==> src/rtl/bcd_stopwatch_display_scan_defines.svh <==
// ---------------------------------------------------------------------------
// Stopwatch display scan - assertion macros
// Shared concurrent assertion forms for the RTL modules.
// ---------------------------------------------------------------------------
`ifndef BCD_STOPWATCH_DISPLAY_SCAN_DEFINES_SVH
`define BCD_STOPWATCH_DISPLAY_SCAN_DEFINES_SVH

// Same-cycle implication, disabled in reset
`define BSDS_ASSERT_NOW(label, ante, cons, msg) \
    label: assert property (@(posedge clk) disable iff (!rst_n) (ante) |-> (cons)) \
        else $error(msg);

// Next-cycle implication, disabled in reset
`define BSDS_ASSERT_NEXT(label, ante, cons, msg) \
    label: assert property (@(posedge clk) disable iff (!rst_n) (ante) |=> (cons)) \
        else $error(msg);

`endif

==> src/rtl/bsds_pkg.sv <==
// ---------------------------------------------------------------------------
// Stopwatch display scan - package
// Shared types, register map and seven-segment decode.
// ---------------------------------------------------------------------------
package bsds_pkg;

    localparam int ADDR_W = 3;
    localparam int DATA_W = 32;

    // Register indexes (byte address = 4 * index, decoded on paddr[2])
    localparam logic REG_DEBOUNCE_LIMIT  = 1'b0;
    localparam logic REG_TICKS_PER_COUNT = 1'b1;

    localparam logic [7:0] DEBOUNCE_LIMIT_RST  = 8'd20;
    localparam logic [7:0] TICKS_PER_COUNT_RST = 8'd2;

    localparam logic [7:0] SEG_BLANK = 8'hFF;

    localparam logic [3:0] EN_HUND   = 4'b1000;
    localparam logic [3:0] EN_TENTHS = 4'b0100;
    localparam logic [3:0] EN_SECS   = 4'b0010;
    localparam logic [3:0] EN_TENS   = 4'b0001;
    localparam logic [3:0] EN_NONE   = 4'b0000;

    typedef enum logic [2:0] {
        POS_HUND,
        POS_TENTHS,
        POS_SECS,
        POS_TENS,
        POS_BLANK
    } scan_pos_t;

    typedef struct packed {
        logic [7:0] debounce_limit;
        logic [7:0] ticks_per_count;
    } cfg_t;

    typedef struct packed {
        logic [2:0] tens;
        logic [3:0] secs;
        logic [3:0] tenths;
        logic [3:0] hund;
    } digits_t;

    typedef struct packed {
        digits_t digits;
        logic    running;
    } disp_t;

    // Active-low a..g plus point; codes above nine show blank
    function automatic logic [7:0] seg_code(input logic [3:0] d);
        logic [7:0] s;
        case (d)
            4'd0:    s = 8'b1000_0000;
            4'd1:    s = 8'b1111_0010;
            4'd2:    s = 8'b0100_1000;
            4'd3:    s = 8'b0110_0000;
            4'd4:    s = 8'b0011_0010;
            4'd5:    s = 8'b0010_0100;
            4'd6:    s = 8'b0000_0100;
            4'd7:    s = 8'b1011_0000;
            4'd8:    s = 8'b0000_0000;
            4'd9:    s = 8'b0011_0000;
            default: s = SEG_BLANK;
        endcase
        return s;
    endfunction

endpackage

==> src/rtl/bcd_stopwatch_display_scan.sv <==
// ---------------------------------------------------------------------------
// BCD stopwatch display scan - top level
// Stopwatch with debounced start/stop and multiplexed seven-segment output.
// ---------------------------------------------------------------------------
// Each input transaction is one scan tick carrying the start and second
// button levels. It yields four output transactions, one per digit
// (hundredths, tenths, seconds, ten-seconds) showing the count held before the
// tick, plus a fifth blank one when both buttons are down; tlast marks the
// final one. The timer state updates in the cycle the tick is taken, and the
// results then leave through a single output register at one per cycle unless
// m_tready stalls them. The next tick is taken in the same cycle as the
// previous tick's last result is loaded. Registers: debounce limit at 0x0
// (reset 20), prescaler period at 0x4 (reset 2).
// ---------------------------------------------------------------------------
module bcd_stopwatch_display_scan
(
    input  logic                        clk,
    input  logic                        rst_n,
    // stream in
    input  logic                        s_tvalid,
    output logic                        s_tready,
    input  logic [7:0]                  s_tdata,   // [0] start_button, [1] second_button
    // stream out
    output logic                        m_tvalid,
    input  logic                        m_tready,
    output logic [15:0]                 m_tdata,   // [3:0] digit_enable, [11:4] segments,
                                                   // [12] running
    output logic                        m_tlast,
    // APB
    input  logic                        psel,
    input  logic                        penable,
    input  logic                        pwrite,
    input  logic [bsds_pkg::ADDR_W-1:0] paddr,
    input  logic [bsds_pkg::DATA_W-1:0] pwdata,
    output logic [bsds_pkg::DATA_W-1:0] prdata,
    output logic                        pready
);

    bsds_pkg::cfg_t  cfg;
    bsds_pkg::disp_t disp;
    logic            tick;
    logic            both_down;
    logic [3:0]      out_enable;
    logic [7:0]      out_segments;
    logic            out_running;

    assign tick      = s_tvalid && s_tready;
    assign both_down = s_tdata[0] && s_tdata[1];

    bsds_regs u_regs
    (
        .clk     (clk),
        .rst_n   (rst_n),
        .psel    (psel),
        .penable (penable),
        .pwrite  (pwrite),
        .paddr   (paddr),
        .pwdata  (pwdata),
        .prdata  (prdata),
        .pready  (pready),
        .cfg     (cfg)
    );

    bsds_timer u_timer
    (
        .clk          (clk),
        .rst_n        (rst_n),
        .tick         (tick),
        .start_button (s_tdata[0]),
        .cfg          (cfg),
        .disp         (disp)
    );

    bsds_scan u_scan
    (
        .clk          (clk),
        .rst_n        (rst_n),
        .load         (tick),
        .disp         (disp),
        .both_down    (both_down),
        .ready        (s_tready),
        .out_valid    (m_tvalid),
        .out_ready    (m_tready),
        .out_enable   (out_enable),
        .out_segments (out_segments),
        .out_running  (out_running),
        .out_last     (m_tlast)
    );

    assign m_tdata = {3'b000, out_running, out_segments, out_enable};

endmodule

==> src/rtl/bsds_regs.sv <==
// ---------------------------------------------------------------------------
// Stopwatch display scan - configuration registers
// APB register file for the debounce limit and the prescaler period.
// ---------------------------------------------------------------------------
module bsds_regs
(
    input  logic                       clk,
    input  logic                       rst_n,
    input  logic                       psel,
    input  logic                       penable,
    input  logic                       pwrite,
    input  logic [bsds_pkg::ADDR_W-1:0] paddr,
    input  logic [bsds_pkg::DATA_W-1:0] pwdata,
    output logic [bsds_pkg::DATA_W-1:0] prdata,
    output logic                       pready,
    output bsds_pkg::cfg_t             cfg
);

    bsds_pkg::cfg_t cfg_reg;
    bsds_pkg::cfg_t cfg_next;
    logic           wr_en;

    assign pready = 1'b1;
    assign wr_en  = psel && penable && pwrite && pready;

    always_comb
    begin
        cfg_next = cfg_reg;
        if (wr_en)
        begin
            case (paddr[2])
                bsds_pkg::REG_DEBOUNCE_LIMIT:  cfg_next.debounce_limit  = pwdata[7:0];
                bsds_pkg::REG_TICKS_PER_COUNT: cfg_next.ticks_per_count = pwdata[7:0];
                default:                       cfg_next = cfg_reg;
            endcase
        end
    end

    always_ff @(posedge clk or negedge rst_n)
    begin
        if (!rst_n)
        begin
            cfg_reg.debounce_limit  <= bsds_pkg::DEBOUNCE_LIMIT_RST;
            cfg_reg.ticks_per_count <= bsds_pkg::TICKS_PER_COUNT_RST;
        end
        else
        begin
            cfg_reg <= cfg_next;
        end
    end

    always_comb
    begin
        case (paddr[2])
            bsds_pkg::REG_DEBOUNCE_LIMIT:  prdata = {24'd0, cfg_reg.debounce_limit};
            bsds_pkg::REG_TICKS_PER_COUNT: prdata = {24'd0, cfg_reg.ticks_per_count};
            default:                       prdata = '0;
        endcase
    end

    assign cfg = cfg_reg;

endmodule

==> src/rtl/bsds_timer.sv <==
// ---------------------------------------------------------------------------
// Stopwatch display scan - timer
// Start/stop debounce, prescaler and 00.00 to 59.99 BCD count.
// ---------------------------------------------------------------------------
`include "bcd_stopwatch_display_scan_defines.svh"

module bsds_timer
(
    input  logic             clk,
    input  logic             rst_n,
    input  logic             tick,          // one scan tick taken this cycle
    input  logic             start_button,
    input  bsds_pkg::cfg_t   cfg,
    output bsds_pkg::disp_t  disp           // state as held before this tick
);

    bsds_pkg::digits_t digits_reg, digits_next;
    logic              counting_reg, counting_next;
    logic [7:0]        hold_reg, hold_next;
    logic              latched_reg, latched_next;
    logic [7:0]        prescale_reg, prescale_next;

    logic [7:0]        hold_inc;
    logic              press;
    logic [8:0]        pre_inc;
    logic              step;
    bsds_pkg::digits_t digits_pre;
    bsds_pkg::digits_t digits_adv;

    // Ripple of the BCD carries, wrapping 59.99 to 00.00
    always_comb
    begin
        digits_adv      = digits_pre;
        digits_adv.hund = digits_pre.hund + 4'd1;
        if (digits_adv.hund > 4'd9)
        begin
            digits_adv.hund   = 4'd0;
            digits_adv.tenths = digits_pre.tenths + 4'd1;
        end
        if (digits_adv.tenths > 4'd9)
        begin
            digits_adv.tenths = 4'd0;
            digits_adv.secs   = digits_pre.secs + 4'd1;
        end
        if (digits_adv.secs > 4'd9)
        begin
            digits_adv.secs = 4'd0;
            digits_adv.tens = digits_pre.tens + 3'd1;
        end
        if (digits_adv.tens > 3'd5)
        begin
            digits_adv.tens = 3'd0;
        end
    end

    always_comb
    begin
        hold_inc = (hold_reg != 8'hFF) ? hold_reg + 8'd1 : hold_reg;
        press    = start_button && (hold_inc > cfg.debounce_limit) && !latched_reg;

        digits_pre    = digits_reg;
        counting_next = counting_reg;
        hold_next     = hold_reg;
        latched_next  = latched_reg;
        digits_next   = digits_reg;
        prescale_next = prescale_reg;

        if (start_button)
        begin
            hold_next = hold_inc;
            if (press)
            begin
                latched_next  = 1'b1;
                counting_next = !counting_reg;
                if (!counting_reg)
                begin
                    digits_pre = '0;
                end
            end
        end
        else
        begin
            hold_next    = 8'd0;
            latched_next = 1'b0;
        end

        // A period of zero behaves as one
        pre_inc = {1'b0, prescale_reg} + 9'd1;
        step    = pre_inc >= {1'b0, cfg.ticks_per_count};
        if (step)
        begin
            prescale_next = 8'd0;
            digits_next   = counting_next ? digits_adv : digits_pre;
        end
        else
        begin
            prescale_next = pre_inc[7:0];
            digits_next   = digits_pre;
        end
    end

    always_ff @(posedge clk or negedge rst_n)
    begin
        if (!rst_n)
        begin
            digits_reg   <= '0;
            counting_reg <= 1'b1;
            hold_reg     <= 8'd0;
            latched_reg  <= 1'b0;
            prescale_reg <= 8'd0;
        end
        else if (tick)
        begin
            digits_reg   <= digits_next;
            counting_reg <= counting_next;
            hold_reg     <= hold_next;
            latched_reg  <= latched_next;
            prescale_reg <= prescale_next;
        end
    end

    assign disp.digits  = digits_reg;
    assign disp.running = counting_reg;

    `BSDS_ASSERT_NOW(a_bcd_range, 1'b1,
        (digits_reg.hund <= 4'd9) && (digits_reg.tenths <= 4'd9) &&
        (digits_reg.secs <= 4'd9) && (digits_reg.tens <= 3'd5),
        "timer: BCD digit out of range")
    `BSDS_ASSERT_NOW(a_latch_needs_hold, latched_reg, hold_reg != 8'd0,
        "timer: press latched without hold count")
    `BSDS_ASSERT_NEXT(a_hold_saturates, tick && start_button && (hold_reg == 8'hFF),
        hold_reg == 8'hFF, "timer: hold count wrapped")

endmodule

==> src/rtl/bsds_scan.sv <==
// ---------------------------------------------------------------------------
// Stopwatch display scan - scan sequencer
// Holds one tick's display snapshot and plays out its digit results.
// ---------------------------------------------------------------------------
`include "bcd_stopwatch_display_scan_defines.svh"

module bsds_scan
(
    input  logic            clk,
    input  logic            rst_n,
    input  logic            load,          // new tick taken
    input  bsds_pkg::disp_t disp,
    input  logic            both_down,
    output logic            ready,
    output logic            out_valid,
    input  logic            out_ready,
    output logic [3:0]      out_enable,
    output logic [7:0]      out_segments,
    output logic            out_running,
    output logic            out_last
);

    logic                snap_valid_reg, snap_valid_next;
    bsds_pkg::scan_pos_t pos_reg, pos_next;
    bsds_pkg::disp_t     snap_reg;
    logic                both_reg;

    logic                out_valid_reg, out_valid_next;
    logic [3:0]          enable_reg;
    logic [7:0]          seg_reg;
    logic                running_reg;
    logic                last_reg;

    logic                out_free;
    logic                emit;
    logic [3:0]          cur_enable;
    logic [7:0]          cur_seg;
    logic                cur_last;

    always_comb
    begin
        case (pos_reg)
            bsds_pkg::POS_HUND:
            begin
                cur_enable = bsds_pkg::EN_HUND;
                cur_seg    = bsds_pkg::seg_code(snap_reg.digits.hund);
                cur_last   = 1'b0;
            end
            bsds_pkg::POS_TENTHS:
            begin
                cur_enable = bsds_pkg::EN_TENTHS;
                cur_seg    = bsds_pkg::seg_code(snap_reg.digits.tenths);
                cur_last   = 1'b0;
            end
            bsds_pkg::POS_SECS:
            begin
                cur_enable = bsds_pkg::EN_SECS;
                cur_seg    = bsds_pkg::seg_code(snap_reg.digits.secs);
                cur_last   = 1'b0;
            end
            bsds_pkg::POS_TENS:
            begin
                cur_enable = bsds_pkg::EN_TENS;
                cur_seg    = bsds_pkg::seg_code({1'b0, snap_reg.digits.tens});
                cur_last   = !both_reg;
            end
            bsds_pkg::POS_BLANK:
            begin
                cur_enable = bsds_pkg::EN_NONE;
                cur_seg    = bsds_pkg::SEG_BLANK;
                cur_last   = 1'b1;
            end
            default:
            begin
                cur_enable = bsds_pkg::EN_NONE;
                cur_seg    = bsds_pkg::SEG_BLANK;
                cur_last   = 1'b1;
            end
        endcase
    end

    assign out_free = !out_valid_reg || out_ready;
    assign emit     = snap_valid_reg && out_free;
    // Next tick may enter as the final result of this one moves out
    assign ready    = !snap_valid_reg || (emit && cur_last);

    always_comb
    begin
        snap_valid_next = snap_valid_reg;
        pos_next        = pos_reg;
        out_valid_next  = out_valid_reg;

        if (out_ready)
        begin
            out_valid_next = 1'b0;
        end
        if (emit)
        begin
            out_valid_next = 1'b1;
            if (cur_last)
            begin
                snap_valid_next = 1'b0;
                pos_next        = bsds_pkg::POS_HUND;
            end
            else
            begin
                pos_next = bsds_pkg::scan_pos_t'(pos_reg + 3'd1);
            end
        end
        if (load)
        begin
            snap_valid_next = 1'b1;
            pos_next        = bsds_pkg::POS_HUND;
        end
    end

    always_ff @(posedge clk or negedge rst_n)
    begin
        if (!rst_n)
        begin
            snap_valid_reg <= 1'b0;
            pos_reg        <= bsds_pkg::POS_HUND;
            out_valid_reg  <= 1'b0;
        end
        else
        begin
            snap_valid_reg <= snap_valid_next;
            pos_reg        <= pos_next;
            out_valid_reg  <= out_valid_next;
        end
    end

    always_ff @(posedge clk)
    begin
        if (load)
        begin
            snap_reg <= disp;
            both_reg <= both_down;
        end
        if (emit)
        begin
            enable_reg  <= cur_enable;
            seg_reg     <= cur_seg;
            running_reg <= snap_reg.running;
            last_reg    <= cur_last;
        end
    end

    assign out_valid    = out_valid_reg;
    assign out_enable   = enable_reg;
    assign out_segments = seg_reg;
    assign out_running  = running_reg;
    assign out_last     = last_reg;

    `BSDS_ASSERT_NOW(a_blank_needs_both, snap_valid_reg && (pos_reg == bsds_pkg::POS_BLANK),
        both_reg, "scan: blank slot without both buttons")
    `BSDS_ASSERT_NOW(a_enable_onehot0, out_valid_reg, $onehot0(enable_reg),
        "scan: digit enable not one-hot")
    `BSDS_ASSERT_NOW(a_blank_is_last, out_valid_reg && (enable_reg == bsds_pkg::EN_NONE),
        last_reg, "scan: blank result not last of tick")

endmodule
==> config.mk <==
export PLATFORM = sky130hd
export DESIGN_NAME = bcd_stopwatch_display_scan
export DESIGN_NICKNAME = d
export VERILOG_FILES = /design/src/rtl/bsds_pkg.sv /design/src/rtl/bcd_stopwatch_display_scan.sv /design/src/rtl/bsds_regs.sv /design/src/rtl/bsds_timer.sv /design/src/rtl/bsds_scan.sv
export VERILOG_INCLUDE_DIRS = /design/src /design/src/rtl
export SDC_FILE = /design/constraint.sdc
export NUM_CORES = 1
export LEC_CHECK = 0
export BUFFER_PORTS_ARGS = -buffer_cell sky130_fd_sc_hd__clkbuf_2
export CAP_MARGIN = 10
export CORE_AREA = 2 2 110 112
export CTS_CLUSTER_DIAMETER = 120
export CTS_CLUSTER_SIZE = 25
export DETAILED_ROUTE_END_ITERATION = 8
export DIE_AREA = 0 0 112 114
export PLACE_DENSITY = 0.83
export SETUP_SLACK_MARGIN = 0.3
export SLEW_MARGIN = 10
export SYNTH_ARGS = -nofsm -noshare
export SYNTH_HDL_FRONTEND = slang
export SYNTH_SLANG_ARGS = --single-unit
==> constraint.sdc <==
create_clock -name clk -period 17.3 [get_ports clk]
set_input_delay 3.46 -clock clk [delete_from_list [all_inputs] [get_ports clk]]
set_output_delay 3.46 -clock clk [all_outputs]
set_load 0.1 [all_outputs]
==> results of run 1 <==
## kinds of logic after synthesis
kind of cell	count (synthesis)	share of synthesized area, %
simple gates	228	16.6
compound gates	154	15.1
flops	116	42.9
buf+inv	101	7.88
mux	48	7.64
fa+ha+maj	45	8.30
xor+xnor	12	1.55
other cells	2	0.111
## through the flow
stage               hold slack (ns)  cells  utilization [%]  power (mW)
finish                        0.484    897             64.3        1.40
global route                  0.493    897             64.3        1.48
CTS                           0.485    897             64.3        1.40
detailed placement            0.475    865             59.1        1.03
global placement              0.459    865             59.1        1.00
floorplan                     0.400    732                -       0.926
## metal layers
metal / global-route usage (%) / wire, um / up-vias
li1: - / - / 2516
met1: 28.5 / 6020 / 2574
met2: 40.8 / 7570 / 178
met3: 5.37 / 700 / 40
met4: 10.7 / 377 / 0
met5: 0 / 0 / -
## how the worst min path moves through the flow
stage	end	slack, ns	cells past startpoint
finish	u_scan.out_valid	0.48	1
floorplan	u_scan.out_running	0.40	0
CTS	u_scan.out_running	0.49	0
global route	u_scan.out_running	0.49	0
detailed placement	u_scan.out_running	0.47	0
global placement	u_scan.out_running	0.46	0
## cell usage after synthesis (9+ instances only)
| master | number |
|---|---|
| nor2_1 | 29 |
| a21oi_1 | 35 |
| edfxtp_1 | 31 |
| dfrtp_1 | 50 |
| nor3_1 | 15 |
| xnor2_1 | 10 |
| mux2i_1 | 21 |
| nand3_1 | 30 |
| nand4_1 | 9 |
| nand2_1 | 91 |
| mux2_2 | 26 |
| clkbuf_1 | 20 |
| buf_4 | 31 |
| ha_1 | 45 |
| o21ai_0 | 39 |
| inv_1 | 42 |
| dfxtp_1 | 31 |
| a22oi_1 | 16 |
## report_power, final
group          internal (mW)  total (mW)  switching, mW  leakage [nW]
logic                  0.159       0.594          0.435          1.82
registers              0.392       0.446         0.0536          1.25
clock network          0.239       0.363          0.124         0.289
total                  0.790        1.40          0.613          3.36
## worst reg2reg max path: cells and delay by family, from the launching register on
kind	cells	cell delay (ns)
AND/OR/NAND/NOR	13	3.04
AO/OA/AOI/OAI	5	1.24
adder cells (fa/ha/maj)	3	0.94
flip-flops	1	0.47
buffers and inverters	2	0.33
XOR/XNOR	1	0.17
## layout make-up
type                    instances  area [um^2]
well taps                     147          184
clock inverters                14          186
repair buffers                 45          235
clock buffers                  18          429
inverters                      42          158
multi-input cells             515         3440
fillers                       914         4180
flip-flops and latches        116         2910
==> summary.txt, run 1 <==
Final layout
  – Nets: 832
  – Commonest non-fill, non-tap cell in the layout: nand2_1
  – Design Area, Final: 7540 um^2
  – Antenna diodes: 0
  – Most frequent cells in the layout: 91 x nand2_1, 50 x dfrtp_1, 45 x ha_1
  – Area Growth Syn to Fin: 11.1%
  – Fraction of layout cells with a size suffix above 1: between 10% and 20%

Global routing
  – Grt ovf: 0
  – First-pass GRT wire length: 24.2 mm
  – Vias in the first global route: 5225
  – Largest net degree at the start of global routing: 55
  – Total track usage: 23.7%
  – Initial antenna violation count: 0

Worst hold path
  – HP Class: reg -> reg
  – Worst Min Path Start: u_scan.snap_valid_reg

Worst setup path
  – CP Class: in -> out
  – Crit path capture: prdata[0]
  – CP startpoint: paddr[2]
  – R2R Path End: u_timer.disp[9]
  – Worst R2R Setup Slack: 11.02 ns
  – Launch point of the worst reg-to-reg path: u_timer.hold_reg[0]
  – Crit. End Element: output port
  – Worst path depth: 3
  – CP bufs+invs: 2
  – Worst path top cell family by delay: buffers and inverters
  – Crit-path most repeated cell: clkbuf_2
  – Reg2Reg Depth: 24
  – CP peak stage delay: 0.38 ns
  – Critical-path maximum fanout: 17
  – Crit-path cells: clkbuf_2 -> mux2_2 -> clkbuf_2
  – Required @ worst endpoint: 13.84 ns
  – Critical Path AT: 4.46 ns
  – Slowest cell on the critical path: mux2_2
  – Worst setup SP type: input pin

Outcome
  – Outcome: completed

Drt
  – Routed vias: 5308
  – Routed WL per cell: 16.3 um
  – Antenna-violating nets left: 0
  – Post-Route WL: 14.7 mm
  – DRC Markers: 0
  – Via-per-instance ratio: 5.92
  – Initial DRC Count: 544
  – Iteration count of the initial detailed-routing pass: 5

Clock tree
  – Number of buffers created by CTS: 17
  – Post-cts sizing count: 0
  – CTS max path bufs: 2
  – CTS Hold Bufs: 0
  – CTS Root Cell: clkbuf_16
  – Clock sink count: 116
  – Post-CTS Repair Setup Buffers: 0
  – TritonCTS clock tree: yes
  – Worst skew pair latency: 0.42 ns
  – H-tree Lvls: 4
  – Reg clk slew, reported paths: 0.06 ns

STA
  – Final setup violation count: 0
  – Max frequency: 126 MHz
  – Final worst clock skew: ~0.0080 ns
  – RSZ-0062 raised after global routing: no
  – Final Hold Viols: 0
  – Setup TNS: 0 ns
  – Min Tclk post-route: 7.92 ns
  – Final cycle utilization of the critical path: roughly 46%
  – Slew Limit Fails: 0
  – Worst setup slack after layout: 9.38 ns
  – Slew @ Worst Pin: around 1.1 ns
  – Max transition margin: between 20% and 30%

Die
  – FP Rows: 40
  – Die width: between 100 and 150 um
  – Starting Density: around 58%
  – IO Pins: 102
  – Die height: roughly 110 um
  – Placeable Area: 11700 um^2
  – Die footprint: approximately 13000 um^2

Placement
  – Placed inst area: 6920 um^2
  – Pre-CTS setup slack: roughly 9.4 ns
  – I/O Buffers: 41
  – Final RePlAce weighted congestion: about 0.9
  – DPL Wire Length: 10.2 mm

Synthesis
  – Avg Inst Size Synth: 9.60 um^2
  – Post-synth cell types: just under 80
  – Netlist Area Pre-Place: 6780 um^2
  – Synth Instances: 706
  – Cell taking the most area after synthesis: dfrtp_1
  – Synth Register Bits: 116
  – Synth top area cells: dfrtp_1 18%, edfxtp_1 14%, dfxtp_1 9.2%
  – Share of the synthesized area in the top cell type: 18.5%
  – Seq/Total Area, Yosys: 42.9%
  – Main synth FF type: dfrtp_1
  – Async S/R FF share, synth: 46.6%
  – Synthesis Warnings: 0
  – EDFF count, synth: 31

Pwr
  – PD cells: 186 nW/um^2
  – VDD IR max: roughly 170 uV
  – Leak: 3.36 nW

Run
  – Max Cap Violations: 0
(Power assumes the default switching activity.)
==> run 2: changes to the inputs <==
--- a/config.mk
+++ b/config.mk
@@ -6,14 +6,15 @@
 export SDC_FILE = /design/constraint.sdc
 export NUM_CORES = 1
 export LEC_CHECK = 0
+export ABC_AREA = 1
 export BUFFER_PORTS_ARGS = -buffer_cell sky130_fd_sc_hd__clkbuf_2
 export CAP_MARGIN = 10
-export CORE_AREA = 2 2 110 112
+export CORE_AREA = 2 2 116 118
 export CTS_CLUSTER_DIAMETER = 120
 export CTS_CLUSTER_SIZE = 25
 export DETAILED_ROUTE_END_ITERATION = 8
-export DIE_AREA = 0 0 112 114
-export PLACE_DENSITY = 0.83
+export DIE_AREA = 0 0 118 120
+export PLACE_DENSITY = 0.77
 export SETUP_SLACK_MARGIN = 0.3
 export SLEW_MARGIN = 10
 export SYNTH_ARGS = -nofsm -noshare
==> constraint.sdc (replaced) <==
create_clock -name clk -period 6.6 [get_ports clk]
set_input_delay 1.32 -clock clk [delete_from_list [all_inputs] [get_ports clk]]
set_output_delay 1.32 -clock clk [all_outputs]
set_load 0.1 [all_outputs]
==> run 2 against run 1 <==
  * Clock power rose to 2.6 times the previous value
  * Clock skew barely moved
  * Worst hold slack got worse by 0.033 ns
  * Core utilization fell by 7.1 points
  * Sequential power rose to 2.7 times the previous value
  * Register-to-register slack got worse by 9.4 ns
  * Sequential cell count did not move
  * Critical endpoint is now u_timer.disp[14]
  * Sequential share of layout area rose by 0.51 points
==> summary.txt, run 2 <==
Global routing
  – Vias in the first global route: 4779
  – Initial antenna violation count: 0
  – First-pass GRT wire length: 21.2 mm
  – Grt ovf: 0
  – Largest net degree at the start of global routing: 65
  – Total track usage: 18.5%

Clock tree
  – Clock sink count: 116
  – H-tree Lvls: 4
  – CTS Hold Bufs: 0
  – TritonCTS clock tree: yes
  – Reg clk slew, reported paths: 0.06 ns
  – CTS Root Cell: clkbuf_16
  – Post-cts sizing count: 0
  – CTS max path bufs: 2
  – Post-CTS Repair Setup Buffers: 0
  – Number of buffers created by CTS: 17
  – Worst skew pair latency: 0.42 ns

Final layout
  – Antenna diodes: 0
  – Fraction of layout cells with a size suffix above 1: between 15 and 20%
  – Commonest non-fill, non-tap cell in the layout: nand2_1
  – Most frequent cells in the layout: 184 x nand2_1, 111 x inv_1, 73 x o21ai_0
  – Area Growth Syn to Fin: 13.6%
  – Nets: 926
  – Register Area: 2910 um^2
  – Fill count: roughly 1.1k
  – Multi-input gate area: 2990 um^2

Worst setup path
  – Crit-path most repeated cell: nand2_1
  – Required @ worst endpoint: 6.91 ns
  – CP peak stage delay: ~0.38 ns
  – Crit. End Element: flop
  – Worst setup SP type: flop
  – CP Class: reg -> reg
  – Critical-path maximum fanout: 13
  – Slowest cell on the critical path: nor4_1
  – Critical Path AT: approximately 5.3 ns

Synthesis
  – Netlist Area Pre-Place: ~6500 um^2
  – Avg Inst Size Synth: 8.33 um^2
  – Seq/Total Area, Yosys: roughly 44%
  – Simple logic cell fraction of the synthesized area: a little over a fifth
  – Share of the synthesized area in the top cell type: a little under a fifth
  – Synth Instances: 786
  – Post-synth cell types: 44
  – Compound-Gate Fraction of Synth Area: a little under an eighth
  – EDFF count, synth: 31
  – Mux cell area share after synthesis: 0%
  – Xor/xnor cell area share of the yosys netlist: approximately 2.0%
  – Count leader, synth: nand2_1
  – Main combinational cell family by area after synthesis: simple AND/OR/NAND/NOR gates
  – Synthesis Warnings: 0
  – Async S/R FF share, synth: 46.6%
  – Synth top area cells: dfrtp_1 19%, edfxtp_1 14%, nand2_1 11%
  – Commonest cells in the netlist: 184 x nand2_1, 111 x inv_1, 73 x o21ai_0
  – Synth Register Bits: 116
  – Cell taking the most area after synthesis: dfrtp_1
  – Synthesized-area fraction occupied by adder cells: under 10%
  – Main synth FF type: dfrtp_1

STA
  – Worst hold slack: 0.451 ns
  – Final setup violation count: 0
  – Final cycle utilization of the critical path: 75.3%
  – Setup TNS: 0 ns
  – Final Hold Viols: 0
  – RSZ-0062 raised after global routing: no
  – Slew @ Worst Pin: 0.831 ns
  – Final worst clock skew: 0.00762 ns
  – Min Tclk post-route: between 4 and 5 ns
  – Max transition margin: 44.5%
  – Slew Limit Fails: 0
  – Max frequency: 201 MHz

Die
  – Starting Density: 50.4%
  – Die width: 118 um
  – IO Pins: 102
  – Die footprint: between 10000 and 15000 um^2
  – FP Rows: 42
  – Placeable Area: roughly 13000 um^2
  – Die height: ~120 um

Drt
  – Routed WL per cell: 11.9 um
  – Antenna-violating nets left: 0
  – Via-per-instance ratio: 4.99
  – Post-Route WL: 12.2 mm
  – Initial DRC Count: 259
  – Routed vias: 5091
  – DRC Markers: 0
  – Iteration count of the initial detailed-routing pass: 5

Worst hold path
  – HP Class: reg -> reg

Placement
  – I/O Buffers: 41
  – DPL Wire Length: between 8 and 9 mm
  – Final RePlAce weighted congestion: 0.856

Outcome
  – Outcome: completed

Pwr
  – PD cells: 576 nW/um^2
  – VDD IR max: 214 uV
  – Leak: 3.73 nW

Run
  – Max Cap Violations: 0
run 2: cell count changes after synthesis, sizes merged, moves of 10 or more:
cell	previous run	this run
a21oi	36	26
or2	3	16
mux2	27	0
a22oi	16	2
mux2i	21	0
nand2	91	201
inv	42	124
xor2	2	14
o21ai	41	91
clkbuf	20	9
run 2: area by class of cell:
| cell class | instances | share of cell area (%) |
|---|---|---|
| well taps | 176 | 2.96 |
| clock buffers | 25 | 7.82 |
| inverters | 124 | 6.26 |
| repair buffers | 43 | 2.96 |
| flip-flops and latches | 116 | 39.1 |
| clock inverters | 7 | 0.639 |
| multi-input cells | 529 | 40.3 |
run 2: per-stage QoR:
step / area (um^2) / instances / utilization [%] / power [mW] / worst slack [ns]
CTS: 7440 / 1020 / 57.3 / 4.30 / 1.67
global placement: 6810 / 988 / 52.4 / 3.29 / 1.83
detailed placement: 6810 / 988 / 52.4 / 3.34 / 1.72
floorplan: 6650 / 812 / - / 2.97 / 1.65
global route: 7440 / 1020 / 57.3 / 4.61 / 1.07
finish: 7440 / 1020 / 57.3 / 4.28 / 1.63
run 2: worst max-delay path: cells and delay by family, from the launching register on:
kind	cells	cell delay (ns)
and+or+nand+nor	24	2.74
adders and majority gates	3	0.68
xor gates and xnor gates	1	0.19
DFF	1	0.36
AOI/OAI and AO/OA	1	0.22
buffers and inverters	6	0.69
run 2: path summary, 6_finish.rpt:
kind	from	to	slack, ns	cells after the start
min	u_scan.snap_reg[0]	u_scan.out_running	0.45	0
min reg2reg	u_scan.snap_reg[0]	u_scan.out_running	0.45	0
max	u_timer.hold_reg[1]	u_timer.disp[14]	1.63	35
min in group asynchronous	rst_n	u_regs.cfg[4]	1.02	2
max reg2reg	u_timer.hold_reg[1]	u_timer.disp[14]	1.63	35
max in group asynchronous	rst_n	u_timer.hold_reg[2]	5.07	2
run 2: cells by family (layout without fill, tap and decap cells):
kind of cell | count (synthesis) | count (layout)
fa+ha+maj | 45 | 45
buf+inv | 167 | 199
flops | 116 | 116
compound gates | 137 | 137
xor+xnor | 15 | 15
other cells | 2 | 28
simple gates | 304 | 304
run 2: power by group:
group | internal [mW] | total [mW] | switching [mW]
sequential | 1.07 | 1.21 | 0.138
combinational | 0.556 | 2.13 | 1.57
clock | 0.614 | 0.943 | 0.329
total | 2.24 | 4.28 | 2.04
run 2: layer usage:
layer | global-route usage [%] | vias to the layer above | part of all wire, %
met5 | 0 | - | 0
met1 | 22.3 | 2375 | 46
met2 | 31.3 | 115 | 49
li1 | - | 2582 | -
met4 | 8.28 | 0 | 2.1
met3 | 4.66 | 19 | 3.7
